`src/rtl/core/pcan_pkg.sv`:
```
// Shared types and constants for the path canonicalizer.
package pcan_pkg;

    localparam int PATH_BYTES  = 64;
    localparam int STACK_DEPTH = 32;

    localparam int PATH_AW  = $clog2(PATH_BYTES);
    localparam int PATH_LW  = $clog2(PATH_BYTES + 1);
    localparam int STACK_AW = $clog2(STACK_DEPTH);
    localparam int STACK_CW = $clog2(STACK_DEPTH + 1);
    localparam int COMP_LW  = 7;
    localparam int POS_W    = ((PATH_LW > COMP_LW) ? PATH_LW : COMP_LW) + 1;

    localparam logic [7:0] SLASH = 8'h2F;
    localparam logic [7:0] DOT   = 8'h2E;

    typedef struct packed {
        logic [7:0] path_char;
        logic       path_end;
    } item_t;

    typedef struct packed {
        logic [7:0] out_char;
        logic       out_last;
        logic       overflowed;
    } result_t;

    typedef struct packed {
        logic               en;
        logic [PATH_AW-1:0] addr;
        logic [7:0]         data;
    } buf_wr_t;

    typedef struct packed {
        logic               go;
        logic [PATH_LW-1:0] len;
        logic               ovf;
    } drain_cmd_t;

endpackage

```
`src/rtl/core/pcan_drain.sv`:
```
// Path buffer memory and the sequencer that streams the finished path out.
module pcan_drain
(
    input  logic                   clk,
    input  logic                   rst_n,
    input  pcan_pkg::buf_wr_t      wr,
    input  pcan_pkg::drain_cmd_t   cmd,
    output logic                   busy,
    output logic                   result_valid,
    output pcan_pkg::result_t      result
);

    typedef enum logic {D_IDLE, D_EMIT} dstate_t;

    logic [7:0] buf_mem [pcan_pkg::PATH_BYTES];
    logic [7:0] rdata_reg;

    dstate_t                      state_reg, state_next;
    logic [pcan_pkg::PATH_LW-1:0] rd_idx_reg, rd_idx_next;
    logic [pcan_pkg::PATH_LW-1:0] cnt_reg, cnt_next;
    logic [pcan_pkg::PATH_LW-1:0] len_reg, len_next;
    logic                         ovf_reg, ovf_next;
    logic                         valid_reg, valid_next;
    pcan_pkg::result_t            result_reg, result_next;

    logic                         rd_en;
    logic [pcan_pkg::PATH_AW-1:0] rd_addr;
    logic [pcan_pkg::PATH_LW-1:0] cnt_inc;
    logic                         is_last;

    assign cnt_inc = cnt_reg + pcan_pkg::PATH_LW'(1);
    assign is_last = (cnt_inc == len_reg);

    always_comb
    begin
        state_next  = state_reg;
        rd_idx_next = rd_idx_reg;
        cnt_next    = cnt_reg;
        len_next    = len_reg;
        ovf_next    = ovf_reg;
        valid_next  = 1'b0;
        result_next = result_reg;
        rd_en       = 1'b0;
        rd_addr     = '0;
        case (state_reg)
            D_IDLE:
            begin
                if (cmd.go)
                begin
                    if (cmd.len == '0)
                    begin
                        // nothing kept: emit the root alone
                        result_next = '{out_char: pcan_pkg::SLASH, out_last: 1'b1,
                                        overflowed: cmd.ovf};
                        valid_next  = 1'b1;
                    end
                    else
                    begin
                        rd_en       = 1'b1;
                        rd_idx_next = pcan_pkg::PATH_LW'(1);
                        cnt_next    = '0;
                        len_next    = cmd.len;
                        ovf_next    = cmd.ovf;
                        state_next  = D_EMIT;
                    end
                end
            end
            D_EMIT:
            begin
                // prefetch the next byte while presenting the current one
                rd_en       = 1'b1;
                rd_addr     = rd_idx_reg[pcan_pkg::PATH_AW-1:0];
                rd_idx_next = rd_idx_reg + pcan_pkg::PATH_LW'(1);
                cnt_next    = cnt_inc;
                result_next = '{out_char: rdata_reg, out_last: is_last, overflowed: ovf_reg};
                valid_next  = 1'b1;
                if (is_last)
                begin
                    state_next = D_IDLE;
                end
            end
            default:
            begin
                state_next = D_IDLE;
            end
        endcase
    end

    always_ff @(posedge clk or negedge rst_n)
    begin
        if (!rst_n)
        begin
            state_reg  <= D_IDLE;
            rd_idx_reg <= '0;
            cnt_reg    <= '0;
            len_reg    <= '0;
            ovf_reg    <= 1'b0;
            valid_reg  <= 1'b0;
            result_reg <= '0;
        end
        else
        begin
            state_reg  <= state_next;
            rd_idx_reg <= rd_idx_next;
            cnt_reg    <= cnt_next;
            len_reg    <= len_next;
            ovf_reg    <= ovf_next;
            valid_reg  <= valid_next;
            result_reg <= result_next;
        end
    end

    always_ff @(posedge clk)
    begin
        if (wr.en)
        begin
            buf_mem[wr.addr] <= wr.data;
        end
        if (rd_en)
        begin
            rdata_reg <= buf_mem[rd_addr];
        end
    end

    assign busy         = (state_reg != D_IDLE);
    assign result_valid = valid_reg;
    assign result       = result_reg;

endmodule

```
`src/rtl/core/path_canonicalizer.sv`:
```
// Top level of the streaming Unix path canonicalizer.
//
// Usage: present one path byte on item (path_char, path_end) with start high;
// the transfer happens on a rising edge where start is high and busy is low.
// The first byte of every path stands for the leading '/' and is skipped.
// Each '/' and the final byte (path_end = 1) close a component: an empty one
// or "." is dropped, ".." pops the last kept component, anything else is
// pushed onto the start stack and stays in the path buffer while both have room.
// Per transfer: the skipped first byte is taken in S_IDLE alone; a '/' passes
// through S_ENDC; an ordinary byte through S_ADD, which it visits twice when it
// opens a component (the separator goes into the buffer first); a ".." that
// pops adds S_POP for the stack read. These steps come from the single write
// port of the path buffer and the registered read of the start stack.
// On the final byte the canonical path leaves on result, one byte per cycle,
// each marked by result_valid for exactly one cycle with out_last on the final
// byte and the same overflowed flag on all of them. The first byte passes
// the drain's read and result registers; busy stays high as the drain streams.
// The receiver cannot stall; results are simply taken as they come.
// Reset clears the bookkeeping (lengths, counts, flags); the buffer and stack
// memories need no clearing since only entries written for the current path
// are ever read.
module path_canonicalizer
(
    input  logic                clk,
    input  logic                rst_n,
    input  logic                start,
    output logic                busy,
    input  pcan_pkg::item_t     item,
    output logic                result_valid,
    output pcan_pkg::result_t   result
);

    typedef enum logic [1:0] {S_IDLE, S_ADD, S_ENDC, S_POP} state_t;
    typedef enum logic [1:0] {KIND_EMPTY, KIND_DOT, KIND_DOTDOT, KIND_OTHER} kind_t;

    localparam logic [pcan_pkg::COMP_LW-1:0] COMP_MAX = '1;

    state_t                        state_reg, state_next;
    logic [7:0]                    char_reg, char_next;
    logic                          end_reg, end_next;
    logic [pcan_pkg::PATH_LW-1:0]  path_length_reg, path_length_next;
    logic [pcan_pkg::STACK_CW-1:0] stack_count_reg, stack_count_next;
    logic [pcan_pkg::COMP_LW-1:0]  comp_length_reg, comp_length_next;
    kind_t                         comp_kind_reg, comp_kind_next;
    logic                          first_pending_reg, first_pending_next;
    logic                          overflow_reg, overflow_next;

    // start of each kept component inside the path buffer
    logic [pcan_pkg::PATH_AW-1:0]  stack_mem [pcan_pkg::STACK_DEPTH];
    logic [pcan_pkg::PATH_AW-1:0]  stack_rdata_reg;

    logic                          push_en, pop_en;
    logic [pcan_pkg::STACK_AW-1:0] pop_addr;
    logic [pcan_pkg::POS_W-1:0]    wr_pos, avail, comp_ext;
    logic                          accept, drain_busy;
    pcan_pkg::buf_wr_t             buf_wr;
    pcan_pkg::drain_cmd_t          drain_cmd;

    assign accept   = start && !busy;
    assign busy     = (state_reg != S_IDLE) || drain_busy;
    assign comp_ext = pcan_pkg::POS_W'(comp_length_reg);
    assign avail    = pcan_pkg::POS_W'(pcan_pkg::PATH_BYTES)
                    - pcan_pkg::POS_W'(path_length_reg);
    assign pop_addr = pcan_pkg::STACK_AW'(stack_count_reg - pcan_pkg::STACK_CW'(1));

    always_comb
    begin
        state_next         = state_reg;
        char_next          = char_reg;
        end_next           = end_reg;
        path_length_next   = path_length_reg;
        stack_count_next   = stack_count_reg;
        comp_length_next   = comp_length_reg;
        comp_kind_next     = comp_kind_reg;
        first_pending_next = first_pending_reg;
        overflow_next      = overflow_reg;
        push_en            = 1'b0;
        pop_en             = 1'b0;
        buf_wr             = '0;
        drain_cmd          = '0;
        wr_pos             = '0;

        case (state_reg)
            S_IDLE:
            begin
                if (accept)
                begin
                    char_next = item.path_char;
                    end_next  = item.path_end;
                    if (first_pending_reg)
                    begin
                        // drop the leading byte; it stands for the root
                        first_pending_next = 1'b0;
                        if (item.path_end)
                        begin
                            state_next = S_ENDC;
                        end
                    end
                    else if (item.path_char == pcan_pkg::SLASH)
                    begin
                        state_next = S_ENDC;
                    end
                    else
                    begin
                        state_next = S_ADD;
                    end
                end
            end
            S_ADD:
            begin
                if (comp_length_reg == '0)
                begin
                    // open a component: put its separator first
                    buf_wr.en        = (path_length_reg < pcan_pkg::PATH_LW'(pcan_pkg::PATH_BYTES));
                    buf_wr.addr      = path_length_reg[pcan_pkg::PATH_AW-1:0];
                    buf_wr.data      = pcan_pkg::SLASH;
                    comp_length_next = pcan_pkg::COMP_LW'(1);
                end
                else
                begin
                    wr_pos      = pcan_pkg::POS_W'(path_length_reg) + comp_ext;
                    buf_wr.en   = (wr_pos < pcan_pkg::POS_W'(pcan_pkg::PATH_BYTES));
                    buf_wr.addr = wr_pos[pcan_pkg::PATH_AW-1:0];
                    buf_wr.data = char_reg;
                    if (comp_length_reg != COMP_MAX)
                    begin
                        comp_length_next = comp_length_reg + pcan_pkg::COMP_LW'(1);
                    end
                    if (comp_kind_reg == KIND_EMPTY && char_reg == pcan_pkg::DOT)
                    begin
                        comp_kind_next = KIND_DOT;
                    end
                    else if (comp_kind_reg == KIND_DOT && char_reg == pcan_pkg::DOT)
                    begin
                        comp_kind_next = KIND_DOTDOT;
                    end
                    else
                    begin
                        comp_kind_next = KIND_OTHER;
                    end
                    state_next = end_reg ? S_ENDC : S_IDLE;
                end
            end
            S_ENDC:
            begin
                comp_length_next = '0;
                comp_kind_next   = KIND_EMPTY;
                state_next       = S_IDLE;
                if (comp_kind_reg == KIND_DOTDOT && stack_count_reg != '0)
                begin
                    // pop: the old start comes back from the stack next cycle
                    pop_en           = 1'b1;
                    stack_count_next = stack_count_reg - pcan_pkg::STACK_CW'(1);
                    state_next       = S_POP;
                end
                else if (comp_kind_reg == KIND_OTHER)
                begin
                    if (stack_count_reg >= pcan_pkg::STACK_CW'(pcan_pkg::STACK_DEPTH))
                    begin
                        overflow_next = 1'b1;
                    end
                    else if (comp_ext > avail)
                    begin
                        // keep the truncated head if at least one byte fits
                        overflow_next = 1'b1;
                        if (avail >= pcan_pkg::POS_W'(2))
                        begin
                            push_en          = 1'b1;
                            stack_count_next = stack_count_reg + pcan_pkg::STACK_CW'(1);
                            path_length_next = pcan_pkg::PATH_LW'(pcan_pkg::PATH_BYTES);
                        end
                    end
                    else
                    begin
                        push_en          = 1'b1;
                        stack_count_next = stack_count_reg + pcan_pkg::STACK_CW'(1);
                        path_length_next = path_length_reg
                                         + pcan_pkg::PATH_LW'(comp_length_reg);
                    end
                end
                if (end_reg && !pop_en)
                begin
                    drain_cmd = '{go: 1'b1, len: path_length_next, ovf: overflow_next};
                end
            end
            S_POP:
            begin
                path_length_next = pcan_pkg::PATH_LW'(stack_rdata_reg);
                state_next       = S_IDLE;
                if (end_reg)
                begin
                    drain_cmd = '{go: 1'b1, len: path_length_next, ovf: overflow_next};
                end
            end
            default:
            begin
                state_next = S_IDLE;
            end
        endcase

        // hand the finished path to the drain and clear for the next one
        if (drain_cmd.go)
        begin
            path_length_next   = '0;
            stack_count_next   = '0;
            comp_length_next   = '0;
            comp_kind_next     = KIND_EMPTY;
            first_pending_next = 1'b1;
            overflow_next      = 1'b0;
        end
    end

    always_ff @(posedge clk or negedge rst_n)
    begin
        if (!rst_n)
        begin
            state_reg         <= S_IDLE;
            char_reg          <= '0;
            end_reg           <= 1'b0;
            path_length_reg   <= '0;
            stack_count_reg   <= '0;
            comp_length_reg   <= '0;
            comp_kind_reg     <= KIND_EMPTY;
            first_pending_reg <= 1'b1;
            overflow_reg      <= 1'b0;
        end
        else
        begin
            state_reg         <= state_next;
            char_reg          <= char_next;
            end_reg           <= end_next;
            path_length_reg   <= path_length_next;
            stack_count_reg   <= stack_count_next;
            comp_length_reg   <= comp_length_next;
            comp_kind_reg     <= comp_kind_next;
            first_pending_reg <= first_pending_next;
            overflow_reg      <= overflow_next;
        end
    end

    // Push and pop never share a cycle, and a pop always reads an entry
    // written at least one transfer earlier, so no forwarding is needed.
    always_ff @(posedge clk)
    begin
        if (push_en)
        begin
            stack_mem[stack_count_reg[pcan_pkg::STACK_AW-1:0]]
                <= path_length_reg[pcan_pkg::PATH_AW-1:0];
        end
        if (pop_en)
        begin
            stack_rdata_reg <= stack_mem[pop_addr];
        end
    end

    pcan_drain u_drain
    (
        .clk          (clk),
        .rst_n        (rst_n),
        .wr           (buf_wr),
        .cmd          (drain_cmd),
        .busy         (drain_busy),
        .result_valid (result_valid),
        .result       (result)
    );

    // The drain only runs while the front end sits idle.
    assert property (@(posedge clk) disable iff (!rst_n)
        drain_busy |-> (state_reg == S_IDLE))
        else $error("drain active while front end busy");

    assert property (@(posedge clk) disable iff (!rst_n)
        (stack_count_reg <= pcan_pkg::STACK_CW'(pcan_pkg::STACK_DEPTH))
        && (path_length_reg <= pcan_pkg::PATH_LW'(pcan_pkg::PATH_BYTES)))
        else $error("stack count or path length out of range");

    // A finished path is never directly followed by another result.
    assert property (@(posedge clk) disable iff (!rst_n)
        (result_valid && result.out_last) |=> !result_valid)
        else $error("result right after the final byte");

    // Handing off a path always leaves the front end cleared.
    assert property (@(posedge clk) disable iff (!rst_n)
        drain_cmd.go |=> (first_pending_reg && stack_count_reg == '0
                          && path_length_reg == '0 && !overflow_reg))
        else $error("state not cleared after a path");

endmodule

```
`config.mk`:
```
export PLATFORM = sky130hd
export DESIGN_NAME = path_canonicalizer
export DESIGN_NICKNAME = d
export VERILOG_FILES = /design/src/rtl/core/pcan_pkg.sv /design/src/rtl/core/pcan_drain.sv /design/src/rtl/core/path_canonicalizer.sv
export SDC_FILE = /design/constraint.sdc
export NUM_CORES = 1
export LEC_CHECK = 0
export ABC_AREA = 1
export BUFFER_PORTS_ARGS = -buffer_cell sky130_fd_sc_hd__buf_4
export CORE_AREA = 10 10 203 301
export DETAILED_ROUTE_END_ITERATION = 8
export DIE_AREA = 0 0 213 311
export GPL_TIMING_DRIVEN = 0
export HOLD_SLACK_MARGIN = 0.05
export PLACE_DENSITY = 0.82
export SYNTH_ARGS = -nofsm -noshare
export SYNTH_HDL_FRONTEND = slang
export SYNTH_SLANG_ARGS = --single-unit
```
`constraint.sdc`:
```
create_clock -name clk -period 5.2 [get_ports clk]
set_clock_uncertainty 0.1 [all_clocks]
set_input_delay 0.52 -clock clk [delete_from_list [all_inputs] [get_ports clk]]
set_output_delay 0.52 -clock clk [all_outputs]
set_load 0.005 [all_outputs]
```
==> results of run 1 <==
[power groups by stage]
| stage | combinational, uW | sequential, uW | clock, uW |
|---|---|---|---|
| 6_report | 7430 | 8520 | 5370 |
| 5_1_grt | 7870 | 8560 | 5640 |
| 4_1_cts | 7210 | 8510 | 5370 |
| 3_5_place_dp | 7140 | 8640 | 0 |
| 3_3_place_gp | 6530 | 8780 | 0 |
| 2_1_floorplan | 4080 | 8490 | 0 |
[worst register-to-register path, stage by stage (launching register included)]
cell and delay [ns]:
sky130_fd_sc_hd__dfrtp_1 1.27, sky130_fd_sc_hd__ha_1 0.44, sky130_fd_sc_hd__nand2_1 0.09, sky130_fd_sc_hd__inv_1 0.05, sky130_fd_sc_hd__nand4_1 0.07, sky130_fd_sc_hd__nand3_1 0.10
sky130_fd_sc_hd__xnor2_1 0.20, sky130_fd_sc_hd__nand3_1 0.11, sky130_fd_sc_hd__o21ai_1 0.40, sky130_fd_sc_hd__nand3_1 0.89, sky130_fd_sc_hd__nor2_1 0.92
[kinds of logic after synthesis]
logic type      Yosys count
compound gates          561
xor+xnor                 20
fa+ha+maj                23
buf+inv                 264
flops                   786
mux                      19
simple gates           1050
[cells in the mapped netlist, types with 16 or more instances]
| library cell | number | area [um2] |
|---|---|---|
| sky130_fd_sc_hd__edfxtp_1 | 718 | 21600 |
| sky130_fd_sc_hd__o221ai_1 | 19 | 166 |
| sky130_fd_sc_hd__ha_1 | 22 | 275 |
| sky130_fd_sc_hd__dfrtp_1 | 67 | 1680 |
| sky130_fd_sc_hd__o211ai_1 | 81 | 608 |
| sky130_fd_sc_hd__nand3_1 | 111 | 556 |
| sky130_fd_sc_hd__a21oi_1 | 16 | 80.1 |
| sky130_fd_sc_hd__nand2_1 | 180 | 676 |
| sky130_fd_sc_hd__mux2i_1 | 19 | 190 |
| sky130_fd_sc_hd__inv_1 | 101 | 379 |
| sky130_fd_sc_hd__nor2_1 | 713 | 2680 |
| sky130_fd_sc_hd__o32ai_1 | 93 | 815 |
| sky130_fd_sc_hd__clkbuf_1 | 132 | 495 |
| sky130_fd_sc_hd__o21ai_0 | 246 | 1230 |
| sky130_fd_sc_hd__o311ai_0 | 64 | 561 |
[cells in the final DEF, fill, tap and decap left out, types with 10 or more instances in the layout]
cell type,instances
sky130_fd_sc_hd__buf_16,10
sky130_fd_sc_hd__nand3_1,111
sky130_fd_sc_hd__bufinv_16,10
sky130_fd_sc_hd__dfrtp_1,62
sky130_fd_sc_hd__xor2_1,15
sky130_fd_sc_hd__o311ai_0,64
sky130_fd_sc_hd__ha_1,22
sky130_fd_sc_hd__buf_4,24
sky130_fd_sc_hd__o211ai_1,81
sky130_fd_sc_hd__o32ai_1,93
sky130_fd_sc_hd__buf_1,14
sky130_fd_sc_hd__nand4_1,15
sky130_fd_sc_hd__inv_1,101
sky130_fd_sc_hd__mux2i_1,19
sky130_fd_sc_hd__o221ai_1,19
sky130_fd_sc_hd__nand2_1,179
sky130_fd_sc_hd__clkinv_1,16
sky130_fd_sc_hd__clkbuf_1,144
sky130_fd_sc_hd__a21oi_1,12
sky130_fd_sc_hd__edfxtp_1,718
sky130_fd_sc_hd__nor2_1,710
sky130_fd_sc_hd__clkbuf_16,74
sky130_fd_sc_hd__o21ai_0,246
[worst paths after layout]
check | from | to | depth (start not counted)
setup / recovery | path_length_reg[4] | u_drain.buf_mem[51][6] | 10
hold / removal | item[8] | char_reg[7] | 3
setup reg to reg | path_length_reg[4] | u_drain.buf_mem[51][6] | 10
hold reg to reg | u_drain.rdata_reg[7] | u_drain.result[9] | 2
max in group asynchronous | rst_n | path_length_reg[2] | 2
min in group asynchronous | rst_n | char_reg[2] | 2
[layer usage]
| layer | vias to the layer above | wire, um | share of wire (%) | track usage, % |
|---|---|---|---|---|
| met2 | 1457 | 47700 | 51 | 48.5 |
| li1 | 10218 | - | - | - |
| met5 | - | 0 | 0 | 0 |
| met1 | 11302 | 30100 | 32 | 30.1 |
| met4 | 0 | 8030 | 8.6 | 21.6 |
| met3 | 396 | 7700 | 8.2 | 4.66 |
[timing repair]
item | in CTS | in global routing
endpoints found under the hold margin | 73 | 0
setup endpoints to repair | 154 | 0
hold buffers | 7 | 0
gates resized for setup | 1 | 0
[through the flow]
stage	instances	setup WS, ns	TNS (ns)
6_report	3598	0.183	0
5_1_grt	3597	0.0710	0
4_1_cts	3596	0.221	0
3_5_place_dp	3463	-0.117	-6.89
3_3_place_gp	3448	-1.60	-471.68
2_1_floorplan	2723	1.61	0
[area by class of cell]
| type | count | area [um2] |
|---|---|---|
| Antenna cell | 2 | 5.00 |
| Buffer | 156 | 622 |
| Clock buffer | 87 | 1900 |
| Clock inverter | 39 | 462 |
| Fill cell | 3824 | 18700 |
| Inverter | 108 | 408 |
| Multi-Input combinational cell | 1673 | 8750 |
| Sequential cell | 786 | 23300 |
| Tap cell | 702 | 878 |
| Timing Repair Buffer | 45 | 618 |
==> key figures, run 1 <==
Routing
  – Count of unresolved DRC violations after routing: 0
  – Wirelength per Cell: 26.0 um
  – Drt pass-1 iters: 6
  – Vias after detailed routing: 23,373
  – Total detailed-routing wirelength: 93,500 um
  – Number of antenna-violating nets in the routed design: 0
  – Number of vias per cell: 6.50
  – Initial DRC Count: 3,078

Logic synthesis
  – Register bit total from synthesis: 786
  – Total of warnings raised by yosys: 0
  – Dominant combinational cell family by area after synthesis: simple AND/OR/NAND/NOR gates
  – Synthesized area per cell: 12.1 um2
  – Compound-Gate Fraction of Synth Area: 11.4%
  – Share of flip-flops with an asynchronous set or reset: 8.65%
  – Synthesized netlist cell count: 2,723
  – Primary flip-flop cell chosen by synthesis mapping: sky130_fd_sc_hd__edfxtp_1
  – Combined area of all synthesized cells: 33,000 um2
  – Count of flip-flops with a built-in enable after synthesis: 718
  – Multiplexer share of the synthesized area: 0.577%
  – Count of different cell masters after synthesis: 54
  – Net count of the mapped netlist: 2,758
  – Simple-gate share of the synthesized area: 12.9%
  – Arithmetic-cell share of the synthesized area counting full adders, half adders and majority gates: 0.896%
  – Xor and xnor fraction of the mapped netlist area: 0.577%
  – Part of the Yosys area used for sequential elements: 70.6%

Floorplanning
  – Chip Height: 311 um
  – Site row count: 106
  – Top-Level Pins: 24
  – Die Width: 213 um
  – Core area: 55,600 um2
  – Initial core utilization: 59.3%
  – Total die area: 66,200 um2

STA
  – Maximum operating frequency: 0.199 GHz
  – Worst slew pin tran: 1.40 ns
  – Hold Worst Slack: 0.132 ns
  – Endpoints failing setup: 0
  – Worst slew margin relative to its limit: 6.64%
  – Final critical delay including setup and external delays: 5.02 ns
  – Total count of hold-check failures in the final report: 0
  – Final-report max-slew violation count: 0
  – Portion of the clock cycle consumed by the worst path in the final layout: 96.5%
  – RSZ-0062 raised after global routing: no

Global route
  – Gr usage total: 28.1%
  – Largest net degree at the start of global routing: 69
  – Antenna violations before repair: 2
  – Vias in the first global route: 23,076
  – Wire length of the first global-routing pass: 139,000 um
  – Gr ovfl total: 0

CTS
  – Source-to-sink clock delay at the later pin of the worst-skew pair: 0.62 ns
  – Maximum level of the CTS H-tree: 3
  – Root buf cell: sky130_fd_sc_hd__clkbuf_16
  – Maximum buffer depth of the clock tree: 3
  – Post-CTS Setup Inserts: 0
  – Sinks on Clock Net: 786
  – Number of buffers created by CTS: 71
  – Clock-pin transition on the worst setup and hold timing paths: 0.06 ns
  – CTS tree: built

Setup path
  – Worst-path cell with the longest stage delay: sky130_fd_sc_hd__dfrtp_1
  – Most repeated library cell on the critical path: sky130_fd_sc_hd__nand3_1
  – Worst EP required: 5.33 ns
  – Crit Path Max Fanout: 38
  – Largest delay contributor family on the critical path: simple AND/OR/NAND/NOR gates
  – Critical Setup Path Class: reg2reg
  – Flop-to-flop setup slack: 0.18 ns
  – CP Capture Type: flop
  – Critical path cell sequence: ha_1 > nand2_1 > inv_1 > nand4_1 > nand3_1 > xnor2_1 > nand3_1 > o21ai_1 > nand3_1 > nor2_1
  – WP data arrival: 5.15 ns
  – Worst path max stage delay: 1.27 ns
  – Worst Path Buf+Inv: 1
  – Crit path launch type: flop

Power and ir drop
  – Switching power summed over all nets: 8110 uW
  – Static leakage: 0.0126 uW
  – Final Total Pwr: 21,300 uW
  – Power Internal: 13,200 uW
  – Power density over cell area: 577 nW/um2
  – Combinational cell fraction of total power: 34.8%
  – Fraction of power consumed by sequential logic: 40.0%
  – Relative contribution of the clock network to total power: 25.2%
  – Switching part of the total: 38.1%
  – Largest vdd supply drop: 329 uV

Layout
  – Final standard cell utilization of the core: 66.4%
  – Layout cell share with drive strength beyond 1: 6.74%
  – Finished layout cell area: 36,900 um2
  – Area overhead of the layout relative to synthesis: 12.0%
  – Max reg flops: 512
  – Final net count: 2,876

Worst hold path
  – Class of the tightest hold or removal check: in2reg

Run
  – Total of max-cap violations: 0

Place
  – Dpl cell area: 34,500 um2
  – GPL Wtd Cong: 1.01
  – Buffers added on ports: 23
  – Sum of net half-perimeters after detailed placement: 65,200 um

Run status
  – Run status: finished, final reports clean
No activity file was read; power rests on OpenSTA's default activity.
==> inputs of run 2 (changes only) <==
--- a/config.mk
+++ b/config.mk
@@ -5,11 +5,10 @@
 export SDC_FILE = /design/constraint.sdc
 export NUM_CORES = 1
 export LEC_CHECK = 0
-export ABC_AREA = 1
 export BUFFER_PORTS_ARGS = -buffer_cell sky130_fd_sc_hd__buf_4
-export CORE_AREA = 10 10 203 301
+export CORE_AREA = 10 10 202 299
 export DETAILED_ROUTE_END_ITERATION = 8
-export DIE_AREA = 0 0 213 311
+export DIE_AREA = 0 0 212 309
 export GPL_TIMING_DRIVEN = 0
 export HOLD_SLACK_MARGIN = 0.05
 export PLACE_DENSITY = 0.82
==> run 2 against run 1 <==
- clock power decreased by 1%
- routed wire length decreased by 15%
- register-to-register slack better by 0.05 ns
==> key figures, run 2 <==
Logic synthesis
  – Synthesized area per cell: 17.1 um2
  – Share of the synthesized area in the top cell type: 66.2%
  – Count of flip-flops with a built-in enable after synthesis: 718
  – Most frequent cells after synthesis: sky130_fd_sc_hd__edfxtp_1, sky130_fd_sc_hd__mux4_2, sky130_fd_sc_hd__nor2_1
  – Part of the Yosys area used for sequential elements: 71.5%
  – Count of different cell masters after synthesis: 78
  – Share of flip-flops with an asynchronous set or reset: 8.65%
  – Primary flip-flop cell chosen by synthesis mapping: sky130_fd_sc_hd__edfxtp_1
  – Combined area of all synthesized cells: 32,600 um2
  – Register bit total from synthesis: 786
  – Largest cells by area after synthesis: sky130_fd_sc_hd__edfxtp_1, sky130_fd_sc_hd__mux4_2, sky130_fd_sc_hd__dfrtp_1, sky130_fd_sc_hd__mux2i_1, sky130_fd_sc_hd__nor2_1
  – Most instantiated library cell after synthesis: sky130_fd_sc_hd__edfxtp_1
  – Largest area contributor in the synthesized netlist: sky130_fd_sc_hd__edfxtp_1
  – Total of warnings raised by yosys: 0
  – Net count of the mapped netlist: 1,940
  – Synthesized netlist cell count: 1,905

Layout
  – Final net count: 2,046
  – Area overhead of the layout relative to synthesis: 11.3%
  – Fillers: 3,451
  – Final standard cell utilization of the core: 66.1%
  – Most common cell after layout, fill and taps aside: sky130_fd_sc_hd__edfxtp_1
  – Max reg flops: 512
  – Layout cell share with drive strength beyond 1: 17.3%
  – Diode insertion count for antenna repair: 0
  – Top library cells by usage in the layout, fill and taps aside: sky130_fd_sc_hd__edfxtp_1, sky130_fd_sc_hd__mux4_2, sky130_fd_sc_hd__nor2_1

STA
  – Final critical delay including setup and external delays: 4.97 ns
  – Accumulated negative setup slack: 0 ns
  – RSZ-0062 raised after global routing: no
  – Total count of hold-check failures in the final report: 0
  – Portion of the clock cycle consumed by the worst path in the final layout: 95.6%
  – Worst slew pin tran: 1.36 ns
  – Final-report max-slew violation count: 0
  – Maximum operating frequency: 0.201 GHz
  – Endpoints failing setup: 0
  – Worst slew margin relative to its limit: 9.23%

Routing
  – Count of unresolved DRC violations after routing: 0
  – Drt pass-1 iters: 5
  – Vias after detailed routing: 18,589
  – Initial DRC Count: 2,312
  – Number of antenna-violating nets in the routed design: 0
  – Number of vias per cell: 6.74
  – Wirelength per Cell: 28.9 um
  – Total detailed-routing wirelength: 79,700 um

Power and ir drop
  – Power Internal: 13,500 uW
  – Largest vdd supply drop: 330 uV
  – Switching power summed over all nets: 6990 uW
  – Power density over cell area: 567 nW/um2
  – Combinational cell fraction of total power: 33.5%
  – Static leakage: 0.0122 uW
  – Fraction of power consumed by sequential logic: 40.6%
  – Relative contribution of the clock network to total power: 25.8%
  – Switching part of the total: 34.1%

CTS
  – Maximum buffer depth of the clock tree: 3
  – Root buf cell: sky130_fd_sc_hd__clkbuf_16
  – Sinks on Clock Net: 786
  – Number of buffers created by CTS: 69
  – Clock-pin transition on the worst setup and hold timing paths: 0.07 ns
  – Maximum level of the CTS H-tree: 3
  – CTS tree: built
  – Source-to-sink clock delay at the later pin of the worst-skew pair: 0.62 ns

Floorplanning
  – Initial core utilization: 59.4%
  – Die Width: 212 um
  – Top-Level Pins: 24
  – Total die area: 65,500 um2
  – Site row count: 105
  – Core area: 54,800 um2
  – Chip Height: 309 um

Global route
  – Vias in the first global route: 19,064
  – Gr ovfl total: 0
  – Gr usage total: 24.7%
  – Antenna violations before repair: 0
  – Wire length of the first global-routing pass: 120,000 um
  – Largest net degree at the start of global routing: 69

Setup path
  – Crit Path Max Fanout: 37
  – Worst R2R Path Depth: 9
  – WP data arrival: 5.12 ns
  – Crit path launch type: flop
  – Critical Setup Path Class: reg2reg
  – Worst EP required: 5.35 ns
  – CP Capture Type: flop

Place
  – Sum of net half-perimeters after detailed placement: 52,900 um
  – Buffers added on ports: 23
  – GPL Wtd Cong: 1.01

Run status
  – Run status: finished, final reports clean

Worst hold path
  – Class of the tightest hold or removal check: in2reg
  – Hold path depth: 2

Run
  – Total of max-cap violations: 0
==> run 2: changes by cell type after synthesis, moves of 21 or more <==
| cell | change |
|---|---|
| sky130_fd_sc_hd__nand3_1 | -41 |
| sky130_fd_sc_hd__o21ai_0 | -198 |
| sky130_fd_sc_hd__o211ai_1 | -73 |
| sky130_fd_sc_hd__mux2i_1 | +64 |
| sky130_fd_sc_hd__nor2_1 | -563 |
| sky130_fd_sc_hd__o22ai_1 | +65 |
| sky130_fd_sc_hd__mux4_2 | +156 |
| sky130_fd_sc_hd__inv_1 | -80 |
| sky130_fd_sc_hd__o32ai_1 | -93 |
| sky130_fd_sc_hd__clkbuf_1 | -57 |
| sky130_fd_sc_hd__a21oi_1 | +21 |
| sky130_fd_sc_hd__o311ai_0 | -63 |
| sky130_fd_sc_hd__nand2_1 | -79 |
==> run 2: final cells by class <==
cell class	count	area (um2)	area share [%]
Timing Repair Buffer	35	380	1.05
Clock inverter	47	544	1.50
Clock buffer	77	1810	5.00
Tap cell	695	870	2.40
Inverter	22	82.6	0.228
Buffer	105	413	1.14
Multi-Input combinational cell	992	8840	24.4
Sequential cell	786	23300	64.3
==> run 2: path summary, 6_finish.rpt <==
kind / slack, ns / to / start
max reg2reg: 0.23 / u_drain.buf_mem[37][6] / path_length_reg[5]
min in group asynchronous: 0.46 / comp_length_reg[4] / rst_n
max: 0.23 / u_drain.buf_mem[37][6] / path_length_reg[5]
min reg2reg: 0.38 / u_drain.result[7] / u_drain.rdata_reg[5]
max in group asynchronous: 3.78 / path_length_reg[1] / rst_n
min: 0.08 / char_reg[6] / item[7]
==> run 2: power by group through the flow <==
stage / combinational (uW) / clock (uW) / sequential (uW)
floorplan: 4400 / 0 / 8260
global placement: 6280 / 0 / 8500
detailed placement: 6670 / 0 / 8450
CTS: 6760 / 5330 / 8320
global route: 7250 / 5600 / 8370
finish: 6880 / 5310 / 8340
==> run 2: logic make-up after synthesis <==
family | count (synthesis) | share of synthesized area, %
multiplexers | 256 | 13.9
adder cells (fa/ha/maj) | 23 | 0.907
AO/OA/AOI/OAI | 270 | 5.50
AND/OR/NAND/NOR | 417 | 5.98
flip-flops | 786 | 71.5
buffers and inverters | 127 | 1.52
XOR/XNOR | 26 | 0.700
==> run 2: worst max-delay path, stage by stage (launching register included) <==
cell,delay (ns)
sky130_fd_sc_hd__dfrtp_1,1.24
sky130_fd_sc_hd__ha_1,0.44
sky130_fd_sc_hd__inv_1,0.10
sky130_fd_sc_hd__nor2_1,0.05
sky130_fd_sc_hd__o31a_1,0.11
sky130_fd_sc_hd__nor3_1,0.65
sky130_fd_sc_hd__nand2_1,0.19
sky130_fd_sc_hd__a21oi_1,0.35
sky130_fd_sc_hd__nand3_1,0.54
sky130_fd_sc_hd__nor2_1,0.83
==> run 2: layer usage <==
| layer | GRT usage (%) | wire, um |
|---|---|---|
| met2 | 42.5 | 41000 |
| met3 | 4.30 | 6170 |
| met1 | 27.9 | 26600 |
| met5 | 0 | 0 |
| met4 | 16.3 | 5880 |
==> run 2: through the flow <==
step                total power, uW  setup WS (ns)  hold WS, ns  instance area (um2)  instances
floorplan                     12700           1.16        0.124                32600       1905
finish                        20500          0.231       0.0773                36200       2759
global route                  21200         0.0884       0.0727                36200       2759
CTS                           20400          0.144       0.0627                36200       2759
detailed placement            15100         -0.321        0.357                33800       2631
global placement              14800         -0.907        0.351                33600       2623
==> run 2: timing repair <==
| item | in CTS | in global routing |
|---|---|---|
| resized for setup | 4 | 4 |
| gates cloned | 0 | 0 |
| setup buffers | 0 | 0 |
| endpoints found under the hold margin | 70 | 0 |
| setup endpoints to repair | 341 | 31 |
| hold buffers | 4 | 0 |
==> inputs of run 3 (changes only) <==
--- a/config.mk
+++ b/config.mk
@@ -11,7 +11,7 @@
 export DIE_AREA = 0 0 212 309
 export GPL_TIMING_DRIVEN = 0
 export HOLD_SLACK_MARGIN = 0.05
-export PLACE_DENSITY = 0.82
+export PLACE_DENSITY = 0.75
 export SYNTH_ARGS = -nofsm -noshare
 export SYNTH_HDL_FRONTEND = slang
 export SYNTH_SLANG_ARGS = --single-unit
==> run 3 against run 2 <==
- final cell count rose by 0.36%
- power down 2.4%
- critical endpoint is now stack_rdata_reg[3]
- final area is 0.15% lower
- combinational power fell by 3.6%
- register-to-register slack better by 0.06 ns
- clock power is 4% lower
- sequential power is 0.5% lower
- largest cell class unchanged
- sequential cell count is the same
- hold slack improved by 0.23 ns
- utilization is 0.098 points lower
==> key figures, run 3 (same netlist as run 2, synthesis figures left out) <==
Run status
  – Run status: finished, final reports clean

Routing
  – Initial DRC Count: 1,573
  – Wirelength per Cell: 28.2 um
  – Vias after detailed routing: 18,094
  – Drt pass-1 iters: 7
  – Count of unresolved DRC violations after routing: 0
  – Number of antenna-violating nets in the routed design: 0
  – Number of vias per cell: 6.53
  – Total detailed-routing wirelength: 78,000 um

Setup path
  – Crit Path Max Fanout: 10
  – Worst R2R Path Depth: 9
  – Critical path cell sequence: clkbuf_1 > clkbuf_1 > inv_1 > ha_1 > buf_1 > clkbuf_1 > mux4_2 > mux4_2 > mux2_2
  – Critical path origin: stack_count_reg[0]
  – Critical Setup Path Class: reg2reg
  – Flop-to-flop setup slack: 0.29 ns
  – Largest delay contributor family on the critical path: buffers and inverters
  – Worst EP required: 5.46 ns
  – CP Capture Type: flop
  – Most repeated library cell on the critical path: sky130_fd_sc_hd__clkbuf_1
  – Worst path max stage delay: 0.67 ns
  – Count of cell instances traversed by the critical path: 9
  – Worst Path Buf+Inv: 5
  – Reg2Reg Launch Point: stack_count_reg[0]
  – Crit path launch type: flop
  – Reg2reg end: stack_rdata_reg[3]
  – Worst-path cell with the longest stage delay: sky130_fd_sc_hd__clkbuf_1
  – WP data arrival: 5.17 ns
  – Critical Path End: stack_rdata_reg[3]

Global route
  – Antenna violations before repair: 0
  – Gr usage total: 24.2%
  – Met3 layer usage reported by global route: 3.20%
  – Busiest grt layer: met2
  – Met2 track demand over resource in global routing: 43.2%
  – Largest net degree at the start of global routing: 69
  – Wire length of the first global-routing pass: 117,000 um
  – Vias in the first global route: 18,624
  – Gr ovfl total: 0
  – Met1 Use GR: 27.2%

Place
  – Pre-CTS setup slack: -0.360 ns
  – Sum of net half-perimeters after detailed placement: 53,100 um
  – Buffers added on ports: 23
  – Dpl cell area: 33,800 um2
  – Placed cell count: 2,631
  – GPL Wtd Cong: 1.01

Floorplanning
  – Top-Level Pins: 24
  – Die Width: 212 um
  – Chip Height: 309 um
  – Site row count: 105
  – Total die area: 65,500 um2
  – Core area: 54,800 um2
  – Initial core utilization: 59.4%

Layout
  – Final cell count without fillers: 2,769
  – Finished layout cell area: 36,200 um2
  – Top library cells by usage in the layout, fill and taps aside: sky130_fd_sc_hd__edfxtp_1, sky130_fd_sc_hd__mux4_2, sky130_fd_sc_hd__nor2_1
  – Fillers: 3,609
  – Layout cell share with drive strength beyond 1: 16.8%
  – Most common cell after layout, fill and taps aside: sky130_fd_sc_hd__edfxtp_1
  – Final standard cell utilization of the core: 66.0%
  – Area overhead of the layout relative to synthesis: 11.1%
  – Diode insertion count for antenna repair: 0
  – Max reg flops: 512
  – Final net count: 2,053

STA
  – Endpoints failing setup: 0
  – Portion of the clock cycle consumed by the worst path in the final layout: 94.4%
  – Worst slew margin relative to its limit: 10.1%
  – RSZ-0062 raised after global routing: no
  – Accumulated negative setup slack: 0 ns
  – Total count of hold-check failures in the final report: 0
  – Maximum operating frequency: 0.204 GHz
  – Worst slew pin tran: 1.35 ns
  – Final critical delay including setup and external delays: 4.91 ns
  – Worst-case setup margin in the final layout: 0.291 ns
  – Final-report max-slew violation count: 0

CTS
  – Source-to-sink clock delay at the later pin of the worst-skew pair: 0.63 ns
  – Root buf cell: sky130_fd_sc_hd__clkbuf_16
  – Maximum level of the CTS H-tree: 3
  – Number of buffers created by CTS: 70
  – Maximum buffer depth of the clock tree: 3
  – Clock-pin transition on the worst setup and hold timing paths: 0.07 ns
  – Sinks on Clock Net: 786
  – CTS tree: built
  – Post-CTS Setup Inserts: 0

Power and ir drop
  – Largest vdd supply drop: 436 uV
  – Static leakage: 0.0121 uW
  – Power density over cell area: 554 nW/um2

Run
  – Total of max-cap violations: 0

Worst hold path
  – Class of the tightest hold or removal check: in2reg
-- run 3: cell count changes in the layout (fill, tap and decap cells not counted), sizes merged --
cell,before,now
inv,23,29
clkinv,32,27
bufinv,10,5
dlygate4sd3,4,10
clkbuf,152,159
clkinvlp,4,5
-- run 3: final cells by class --
type | instances | area [um2] | area share, %
timing repair buffer | 41 | 433 | 1.20
multi-input combinational | 992 | 8840 | 24.4
tap | 695 | 870 | 2.40
clock buffer | 84 | 1840 | 5.08
buffer | 105 | 413 | 1.14
clock inverter | 44 | 420 | 1.16
inverter | 22 | 82.6 | 0.228
sequential | 786 | 23300 | 64.4
-- run 3: power breakdown --
| group | switching (uW) | leakage (uW) | internal [uW] |
|---|---|---|---|
| clock network | 2290 | 0.00109 | 2810 |
| logic | 4000 | 0.00361 | 2620 |
| registers | 432 | 0.00745 | 7870 |
-- run 3: metrics by stage --
| stage | power [uW] | hold WS (ns) |
|---|---|---|
| 2_1_floorplan | 12700 | 0.124 |
| 3_3_place_gp | 14700 | 0.357 |
| 3_5_place_dp | 15000 | 0.369 |
| 4_1_cts | 20100 | 0.261 |
| 5_1_grt | 20800 | 0.323 |
| 6_report | 20000 | 0.304 |
-- run 3: tightest hold or removal path: cells and delay by family --
| kind | cells | cell delay, ns |
|---|---|---|
| AND/OR/NAND/NOR | 1 | 0.09 |
| buffers and inverters | 2 | 0.16 |
| multiplexers | 1 | 0.24 |
-- run 3: worst min path at each step --
stage | start | end | slack [ns] | cells after the start
floorplan | rst_n | char_reg[0] | 0.12 | 0
global placement | u_drain.rdata_reg[5] | u_drain.result[7] | 0.36 | 1
detailed placement | u_drain.rdata_reg[5] | u_drain.result[7] | 0.37 | 1
CTS | start | char_reg[0] | 0.26 | 4
global route | start | char_reg[0] | 0.32 | 4
finish | start | char_reg[0] | 0.30 | 4
-- run 3: what timing repair did --
action | 4_1_cts | 5_1_grt
endpoints found under the hold margin | 76 | 0
pin swaps | 0 | 0
hold buffers | 10 | 0
gates resized for setup | 3 | 4
endpoints found under the setup margin | 350 | 83
-- run 3: metal layers --
metal	wire (um)	part of all wire, %
met5	0	0
met4	4890	6.3
met3	4270	5.5
met2	41800	54
met1	27100	35
